## config.mk

```make
export PLATFORM = sky130hd
export DESIGN_NAME = heater_time_proportioning_sequencer_top
export DESIGN_NICKNAME = d
export VERILOG_FILES = /design/src/rtl/htps_pkg.sv /design/src/rtl/htps_cfg.sv /design/src/rtl/heater_time_proportioning_sequencer_top.sv
export VERILOG_INCLUDE_DIRS = /design/src /design/src/rtl
export SDC_FILE = /design/constraint.sdc
export NUM_CORES = 1
export LEC_CHECK = 0
export BUFFER_PORTS_ARGS = -buffer_cell sky130_fd_sc_hd__buf_2
export CORE_MARGIN = 2
export CORE_UTILIZATION = 55
export CTS_CLUSTER_SIZE = 16
export DETAILED_ROUTE_END_ITERATION = 10
export GPL_ROUTABILITY_DRIVEN = 0
export PLACE_DENSITY = 0.72
export SETUP_SLACK_MARGIN = 0.3
export SLEW_MARGIN = 20
export SYNTH_ARGS = -nofsm -noshare
export SYNTH_HDL_FRONTEND = slang
export SYNTH_SLANG_ARGS = --single-unit
```

## constraint.sdc

```tcl
create_clock -name i_clk -period 7.1 [get_ports i_clk]
set_clock_uncertainty 0.15 [all_clocks]
set_input_delay 1.42 -clock i_clk [delete_from_list [all_inputs] [get_ports i_clk]]
set_output_delay 1.42 -clock i_clk [all_outputs]
set_load 0.01 [all_outputs]
```

## src/rtl/assert_macros.svh

```systemverilog
// assertion macros shared by the rtl of the heater sequencer
// no dependencies; compiled out when SYNTHESIS is defined
`ifndef ASSERT_MACROS_SVH
`define ASSERT_MACROS_SVH
`ifndef SYNTHESIS
// property must hold at every clock edge outside reset
`define ASSERT_PROP(lbl, clk, rstn, prop, msg) \
    lbl: assert property (@(posedge clk) disable iff (!rstn) prop) \
        else $error(msg);
// expression must never be true outside reset
`define ASSERT_NEVER(lbl, clk, rstn, expr, msg) \
    lbl: assert property (@(posedge clk) disable iff (!rstn) !(expr)) \
        else $error(msg);
`else
`define ASSERT_PROP(lbl, clk, rstn, prop, msg)
`define ASSERT_NEVER(lbl, clk, rstn, expr, msg)
`endif
`endif

```

## src/rtl/htps_pkg.sv

```systemverilog
// types and constants for the heater time proportioning sequencer
// no dependencies; used by htps_cfg and the top level
package htps_pkg;

    localparam int POWER_W   = 7;
    localparam int TIME_W    = 16;
    localparam int TIMER_W   = 17;
    localparam int COUNT_W   = 32;
    localparam int PROD_W    = POWER_W + TIME_W;
    localparam int CFG_IDX_W = 2;
    localparam int MUL_W     = 24;

    localparam int IN_TDATA_W  = 8;
    localparam int OUT_TDATA_W = 72;
    localparam int OUT_USED_W  = 6 + 2 * COUNT_W;

    // register indexes
    localparam logic [CFG_IDX_W-1:0] REG_POWER  = 2'd0;
    localparam logic [CFG_IDX_W-1:0] REG_PERIOD = 2'd1;
    localparam logic [CFG_IDX_W-1:0] REG_WINDOW = 2'd2;

    localparam logic [POWER_W-1:0] POWER_FULL = 7'd100;
    localparam logic [TIME_W-1:0]  PERIOD_MIN = 16'd100;
    localparam logic [TIME_W-1:0]  PERIOD_RST = 16'd1000;
    localparam logic [TIME_W-1:0]  WINDOW_RST = 16'd200;

    // x / 100 for x below 2^23: (x * ceil(2^30 / 100)) >> 30
    localparam logic [MUL_W-1:0] DIV100_MUL   = 24'd10737419;
    localparam int               DIV100_SHIFT = 30;

    localparam logic [TIMER_W-1:0] TIMER_MAX = '1;

    typedef enum logic [3:0] {
        PH_IDLE = 4'b0001,
        PH_ON   = 4'b0010,
        PH_OFF  = 4'b0100,
        PH_WIN  = 4'b1000
    } t_phase;

    localparam logic [1:0] CODE_IDLE = 2'd0;
    localparam logic [1:0] CODE_ON   = 2'd1;
    localparam logic [1:0] CODE_OFF  = 2'd2;
    localparam logic [1:0] CODE_WIN  = 2'd3;

    // derived timing handed from the config block to the sequencer
    typedef struct packed {
        logic [TIME_W-1:0] on_time;
        logic [TIME_W-1:0] off_time;
        logic [TIME_W-1:0] win_start;
        logic              win_fits;
        logic              hold_ticks;
        logic              settling;
    } t_timing;

    function automatic logic [1:0] phase_code(input t_phase p);
        logic [1:0] c;
        case (p)
            PH_IDLE: c = CODE_IDLE;
            PH_ON:   c = CODE_ON;
            PH_OFF:  c = CODE_OFF;
            PH_WIN:  c = CODE_WIN;
            default: c = CODE_IDLE;
        endcase
        return c;
    endfunction

endpackage

```

## src/rtl/htps_cfg.sv

```systemverilog
// configuration registers and derived on, off and window timing
// depends on htps_pkg and assert_macros.svh
`include "assert_macros.svh"
module htps_cfg (
    input  logic                                i_clk,
    input  logic                                i_rst_n,
    input  logic                                i_cfg_we,
    input  logic [htps_pkg::CFG_IDX_W-1:0]      i_cfg_idx,
    input  logic [htps_pkg::TIME_W-1:0]         i_cfg_data,
    output htps_pkg::t_timing                   o_timing
);
    import htps_pkg::*;

    logic [POWER_W-1:0]  r_power;
    logic [TIME_W-1:0]   r_period;
    logic [TIME_W-1:0]   r_window;
    logic [1:0]          r_settle;
    logic [PROD_W-1:0]   r_prod;
    logic [TIME_W-1:0]   r_quot;
    logic [TIME_W-1:0]   r_on;
    logic [TIME_W-1:0]   r_off;
    logic [TIME_W-1:0]   r_win_start;
    logic                r_win_fits;
    logic                r_hold;

    logic [PROD_W+MUL_W-1:0] w_mul;
    logic                    w_full;
    logic [TIME_W-1:0]       n_on;
    logic [TIME_W-1:0]       n_off;
    logic [POWER_W-1:0]      w_pow_in;

    assign w_pow_in = i_cfg_data[POWER_W-1:0];

    always_ff @(posedge i_clk) begin
        if (!i_rst_n) begin
            r_power  <= POWER_FULL;
            r_period <= PERIOD_RST;
            r_window <= WINDOW_RST;
            r_settle <= 2'd3;
        end else begin
            if (i_cfg_we) begin
                r_settle <= 2'd3;
                case (i_cfg_idx)
                    REG_POWER:  r_power  <= (w_pow_in > POWER_FULL) ? POWER_FULL : w_pow_in;
                    REG_PERIOD: r_period <= (i_cfg_data < PERIOD_MIN) ? PERIOD_MIN : i_cfg_data;
                    REG_WINDOW: r_window <= i_cfg_data;
                    default: ;
                endcase
            end else if (r_settle != 2'd0) begin
                r_settle <= r_settle - 2'd1;
            end
        end
    end

    // period * power, then divide by 100 through a reciprocal multiply
    assign w_mul = (PROD_W+MUL_W)'(r_prod) * (PROD_W+MUL_W)'(DIV100_MUL);
    assign w_full = (r_power >= POWER_FULL);

    always_comb begin
        if (w_full) begin
            n_on  = (r_period > r_window) ? r_period - r_window : '0;
            n_off = r_window;
        end else begin
            n_on  = r_quot;
            n_off = r_period - r_quot;
        end
    end

    always_ff @(posedge i_clk) begin
        r_prod      <= PROD_W'(r_period) * PROD_W'(r_power);
        r_quot      <= w_mul[DIV100_SHIFT +: TIME_W];
        r_on        <= n_on;
        r_off       <= n_off;
        r_win_fits  <= (r_window <= n_off);
        r_win_start <= n_off - r_window;
        r_hold      <= w_full && (r_window == '0);
    end

    assign o_timing = '{
        on_time:    r_on,
        off_time:   r_off,
        win_start:  r_win_start,
        win_fits:   r_win_fits,
        hold_ticks: r_hold,
        settling:   (r_settle != 2'd0)
    };

    `ASSERT_NEVER(a_power_range, i_clk, i_rst_n, r_power > POWER_FULL, "power above full")
    `ASSERT_NEVER(a_period_range, i_clk, i_rst_n, r_period < PERIOD_MIN, "period below minimum")
    `ASSERT_PROP(a_write_settles, i_clk, i_rst_n, i_cfg_we |=> r_settle == 2'd3, "settle not armed")

endmodule

```

## src/rtl/heater_time_proportioning_sequencer_top.sv

```systemverilog
// heater time proportioning sequencer: stream in, stream out, config port
// depends on htps_pkg, htps_cfg and assert_macros.svh
//
// Each input beat (a 1 ms tick or an enable event) gives exactly one result beat.
// A beat passes an input register, one stage of sequencer logic and a result
// register: one beat per clock when the output side keeps up and no configuration
// write is settling. The input side holds s_axis_tready low during a configuration
// write and while a settle counter, armed by the write or by reset, runs down, as the on
// and off times are recomputed through the period-times-power multiply and divide by 100.
`include "assert_macros.svh"
module heater_time_proportioning_sequencer_top (
    input  logic                                    i_clk,
    input  logic                                    i_rst_n,
    input  logic                                    i_cfg_we,
    input  logic [htps_pkg::CFG_IDX_W-1:0]          i_cfg_idx,
    input  logic [htps_pkg::TIME_W-1:0]             i_cfg_data,
    input  logic                                    s_axis_tvalid,
    output logic                                    s_axis_tready,
    input  logic [htps_pkg::IN_TDATA_W-1:0]         s_axis_tdata,  // [0] enable_value
    input  logic                                    s_axis_tuser,  // [0] kind
    output logic                                    m_axis_tvalid,
    input  logic                                    m_axis_tready,
    // [0] heater_on, [1] led_on, [3:2] phase, [4] phase_changed,
    // [5] measure_request, [37:6] cycle_count, [69:38] measure_count
    output logic [htps_pkg::OUT_TDATA_W-1:0]        m_axis_tdata
);
    import htps_pkg::*;

    t_timing w_timing;

    htps_cfg u_cfg (
        .i_clk      (i_clk),
        .i_rst_n    (i_rst_n),
        .i_cfg_we   (i_cfg_we),
        .i_cfg_idx  (i_cfg_idx),
        .i_cfg_data (i_cfg_data),
        .o_timing   (w_timing)
    );

    logic                   r_in_valid;
    logic                   r_in_kind;
    logic                   r_in_en;
    logic                   r_out_valid;
    logic [OUT_TDATA_W-1:0] r_out_data;

    t_phase                 r_phase,    n_phase;
    logic [TIMER_W-1:0]     r_timer,    n_timer;
    logic                   r_enabled,  n_enabled;
    logic                   r_heater,   n_heater;
    logic                   r_measured, n_measured;
    logic [COUNT_W-1:0]     r_cycles,   n_cycles;
    logic [COUNT_W-1:0]     r_measures, n_measures;
    logic                   n_req;

    logic                   w_adv;
    logic                   w_accept;
    logic [TIMER_W-1:0]     w_el;
    logic                   w_enter;
    logic                   w_done;

    assign w_adv         = r_in_valid && (!r_out_valid || m_axis_tready);
    assign s_axis_tready = (!r_in_valid || w_adv) && !w_timing.settling && !i_cfg_we;
    assign w_accept      = s_axis_tvalid && s_axis_tready;

    assign w_el    = (r_timer == TIMER_MAX) ? r_timer : r_timer + 1'b1;
    assign w_done  = (w_el >= {1'b0, w_timing.off_time});
    assign w_enter = !r_measured && w_timing.win_fits && (w_el >= {1'b0, w_timing.win_start});

    always_comb begin
        n_phase    = r_phase;
        n_timer    = r_timer;
        n_enabled  = r_enabled;
        n_heater   = r_heater;
        n_measured = r_measured;
        n_cycles   = r_cycles;
        n_measures = r_measures;
        n_req      = 1'b0;
        if (r_in_kind) begin
            if (r_in_en != r_enabled) begin
                n_enabled = r_in_en;
                if (r_in_en) begin
                    n_phase  = PH_ON;
                    n_timer  = '0;
                    n_heater = 1'b1;
                end else begin
                    if (r_phase != PH_IDLE) begin
                        n_phase = PH_IDLE;
                        n_timer = '0;
                    end
                    n_heater = 1'b0;
                end
            end
        end else begin
            n_timer = w_el;
            if (!r_enabled) begin
                if (r_phase != PH_IDLE) begin
                    n_phase  = PH_IDLE;
                    n_timer  = '0;
                    n_heater = 1'b0;
                end
            end else if (!w_timing.hold_ticks) begin
                case (r_phase)
                    PH_IDLE: begin
                        n_phase  = PH_ON;
                        n_timer  = '0;
                        n_heater = 1'b1;
                    end
                    PH_ON: begin
                        if (w_el >= {1'b0, w_timing.on_time}) begin
                            n_phase    = PH_OFF;
                            n_timer    = '0;
                            n_heater   = 1'b0;
                            n_measured = 1'b0;
                        end
                    end
                    PH_OFF: begin
                        // reaching the off time in the entry tick skips the window
                        if (w_done) begin
                            n_phase  = PH_ON;
                            n_timer  = '0;
                            n_heater = 1'b1;
                            n_cycles = r_cycles + 1'b1;
                        end else if (w_enter) begin
                            n_phase = PH_WIN;
                            n_timer = '0;
                        end
                    end
                    PH_WIN: begin
                        if (!r_measured) begin
                            n_req      = 1'b1;
                            n_measured = 1'b1;
                            n_measures = r_measures + 1'b1;
                        end
                        if (w_done) begin
                            n_phase  = PH_ON;
                            n_timer  = '0;
                            n_heater = 1'b1;
                            n_cycles = r_cycles + 1'b1;
                        end
                    end
                    default: ;
                endcase
            end
        end
    end

    always_ff @(posedge i_clk) begin
        if (!i_rst_n) begin
            r_in_valid  <= 1'b0;
            r_out_valid <= 1'b0;
            r_phase     <= PH_IDLE;
            r_timer     <= '0;
            r_enabled   <= 1'b0;
            r_heater    <= 1'b0;
            r_measured  <= 1'b0;
            r_cycles    <= '0;
            r_measures  <= '0;
        end else begin
            if (w_accept) begin
                r_in_valid <= 1'b1;
            end else if (w_adv) begin
                r_in_valid <= 1'b0;
            end
            if (w_adv) begin
                r_out_valid <= 1'b1;
            end else if (m_axis_tready) begin
                r_out_valid <= 1'b0;
            end
            if (w_adv) begin
                r_phase    <= n_phase;
                r_timer    <= n_timer;
                r_enabled  <= n_enabled;
                r_heater   <= n_heater;
                r_measured <= n_measured;
                r_cycles   <= n_cycles;
                r_measures <= n_measures;
            end
        end
    end

    always_ff @(posedge i_clk) begin
        if (w_accept) begin
            r_in_kind <= s_axis_tuser;
            r_in_en   <= s_axis_tdata[0];
        end
        if (w_adv) begin
            r_out_data <= {
                (OUT_TDATA_W-OUT_USED_W)'(0),
                n_measures,
                n_cycles,
                n_req,
                (n_phase != r_phase),
                phase_code(n_phase),
                n_enabled && n_heater,
                n_heater
            };
        end
    end

    assign m_axis_tvalid = r_out_valid;
    assign m_axis_tdata  = r_out_data;

    `ASSERT_PROP(a_heater_tracks_on, i_clk, i_rst_n,
        r_heater == (r_phase == PH_ON), "heater and phase disagree")
    `ASSERT_NEVER(a_disabled_idle, i_clk, i_rst_n,
        !r_enabled && r_phase != PH_IDLE, "disabled but not idle")
    `ASSERT_PROP(a_req_counted, i_clk, i_rst_n,
        (w_adv && n_req) |=> r_measures == $past(r_measures) + 1'b1, "request not counted")

endmodule
```

==> results.ini <==
[job]
drv_cap=0

[detailed_routing]
avgRoutedWirePerCell_um=17.5
drt_iter0_drc=1259
num_vias=20000
drc=0
drt-vias-per-instance=5.53
antenna_left=0
drt_pass1_iterations=5
routed_wl_mm=63.3

[grt]
first_global_vias=20600
grt.total_usage_pct=25.7
grt-ovfl-total=0
grt_max_degree=97
antenna_found_initial=7
grt_pass1_wl_mm=104

[layout]
fillers=4027
multiInputGateArea_mm2=0.0184
fin_nets=3641
regArea_mm2=0.00657
area_delta_synth_final_pct=9.29
drive_above_1_share_pct=8.49
design_area_mm2=0.0294
final_common_cell=inv_1
mostFrequentLayoutCells=inv_1, ha_1, nand2_1

[sta]
setup_slack_ns=0.356
tightestPinTransition_ns=1.10
setup_viol=0
rsz0062_at_grt=yes
slew_headroom_pct=26.9
fin_tns_setup_ns=0
slew_viol_final=0
period_share_pct=95.0
fmax_mhz=148
fin_crit_ns=6.74
hold_viol_final=0

[yosys]
ys_warn_count=0
synth_top_family_by_area=adder cells
synth-adder-area-share_pct=37.2
ys_async_sr_fraction_pct=0
synthFlopType=dfxtp_1
ys_seq_elements=292
synth_top_area_share_pct=19.9
synth.distinct_cells=93
synth_xor_area_share_pct=6.47
synth_compound_area_share_pct=9.51
synth.largest_area_cell=fa_1
synth_edf_count=72
synthTopCellsByArea=fa_1, ha_1, dfxtp_1
ys_seq_area_share_pct=24.4
synth.avg_cell_area_um2=9.36
syn_area_mm2=0.0269
syn-instance-count=2878
yosys.area_share.simple_pct=14.2
synth_mux_area_share_pct=0.204

[setup_path]
startpoint=u_cfg.r_prod[21]$_DFF_P_
reg2reg_depth=21
crit_top_cell=fa_1
path_buf_inv=4
crit_family=adder cells
startpoint_type=flop
path_cells=inv_1, ha_1, fa_1, inv_1, fa_1, fa_1, fa_1, inv_1, fa_1, inv_1, fa_1, ha_1, o21a_1, nor2_1, o21ai_1, nand3_1, a32oi_1, nand2_2, o311ai_1, a31oi_1, xnor2_1
cp-endpoint=u_cfg.r_quot[15]$_DFF_P_
worstReg2RegEnd=u_cfg.r_quot[15]$_DFF_P_
path_max_fanout=4
cp_data_arrival_time_ns=7.03
required_ns=7.39
slowest_delay_ns=0.58
critPathKind=reg -> reg
crit-reg2reg-launch=u_cfg.r_prod[21]$_DFF_P_
slowest_stage=fa_1
endpoint_kind=flop
r2r_slack_ns=0.36
crit_cells=21

[floorplan]
die_area_mm2=0.0507
die_w_um=225
die_h_um=225
rows=81
start_util_pct=55.4
ios=106
core_mm2=0.0486

[placement]
pre_cts_ws_ns=0.135
hpwlAfterDp_mm=51.2
io_buffers=96
placed_cell_area_mm2=0.0281

[clock_network]
cts_sinks=292
ctsLongestPathBuffers=3
clkTransAtPathRegs_ns=0.06
htree_levels=2
cts_tree=yes
cts_buffers=34
insertion_delay_ns=0.55
root_buffer=clkbuf_16

[worst_hold_path]
worst_hold_path_type=reg -> reg

[outcome]
status=finished, final reports clean

==> routing by layer <==
metal	global-route usage (%)	share of wire, %
met1	33.5	42
met3	3.05	5.2
met5	0	0.021
met4	10.8	4.0
met2	43.3	48
==> worst register-to-register path: cells and delay by family (launching register included) <==
family | cells | cell delay (ns)
fa+ha+maj | 8 | 3.83
compound gates | 5 | 1.46
flops | 1 | 0.39
simple gates | 3 | 0.36
buf+inv | 4 | 0.28
xor+xnor | 1 | 0.16
==> cell type report <==
class                   count  area share (%)
multi-input cells        2028            62.4
flip-flops and latches    292            22.3
clock inverters            18           0.719
well taps                 622            2.64
diodes                      4          0.0340
inverters                 489            6.25
clock buffers              43            3.29
repair buffers            123            2.32
==> repair_timing <==
action / in CTS / in global routing
endpoints found under the setup margin: 6 / 11
setup buffers: 1 / 0
cloned: 0 / 0
resized for setup: 3 / 23
hold buffers: 0 / 0
pin swaps: 1 / 10
==> through the flow <==
stage	instances	hold WS, ns	util [%]
2_1_floorplan	2879	0.293	-
3_3_place_gp	3553	0.311	57.8
3_5_place_dp	3553	0.324	57.8
4_1_cts	3615	0.332	60.3
5_1_grt	3619	0.360	60.5
6_report	3619	0.332	60.5
==> Yosys cell counts (all sizes together), types with 5 or more instances <==
library cell / count
nand2: 286
a31o: 5
buf: 11
o31ai: 9
a31oi: 6
or2: 6
o311ai: 6
o21a: 18
xor2: 82
ha: 374
edfxtp: 72
and2: 49
and3: 22
a21o: 40
a21oi: 135
o211ai: 12
o2111ai: 5
fa: 267
nand3: 88
nor2: 170
o21bai: 16
a211oi: 8
inv: 488
a22o: 15
clkbuf: 59
xnor2: 117
nor3: 52
nor4: 14
o21ai: 73
dfxtp: 220
a2111oi: 5
nor2b: 13
nand2b: 13
or3: 23
nand4: 37
==> flip-flops by register name (all words and copies together) (netlist names), 2 cells and up <==
| name | cells |
|---|---|
| r_timer | 17 |
| u_cfg.r_on | 16 |
| u_cfg.r_prod | 23 |
| u_cfg.r_win_start | 16 |
| u_cfg.r_off | 16 |
| u_cfg.r_quot | 16 |
| u_cfg.r_settle | 2 |
| m_axis_tdata | 70 |
| r_measures | 32 |
| r_cycles | 32 |
| u_cfg.r_power | 7 |
| u_cfg.r_period | 16 |
| r_phase | 4 |
| u_cfg.r_window | 16 |
==> worst min path at each step <==
stage                                          from                              end  slack [ns]  cells past startpoint
detailed placement  u_cfg.r_window[13]$_SDFFE_PN0P_  u_cfg.r_window[13]$_SDFFE_PN0P_        0.32                      2
global placement          r_cycles[28]$_SDFFE_PN0P_        r_cycles[28]$_SDFFE_PN0P_        0.31                      2
floorplan           u_cfg.r_window[12]$_SDFFE_PN0P_             u_cfg.r_hold$_DFF_P_        0.29                      1
CTS                 u_cfg.r_window[13]$_SDFFE_PN0P_  u_cfg.r_window[13]$_SDFFE_PN0P_        0.33                      2
global route        u_cfg.r_window[13]$_SDFFE_PN0P_  u_cfg.r_window[13]$_SDFFE_PN0P_        0.36                      2
finish              u_cfg.r_window[13]$_SDFFE_PN0P_  u_cfg.r_window[13]$_SDFFE_PN0P_        0.33                      2
==> cells by family after synthesis <==
group,after synthesis
AND/OR/NAND/NOR,794
adder cells (fa/ha/maj),641
buffers and inverters,559
AO/OA/AOI/OAI,387
flip-flops,292
XOR/XNOR,199
multiplexers,5
other,1
Power is not shown: default switching activity piles up to over one toggle a cycle in this logic, so the estimate is an artifact.
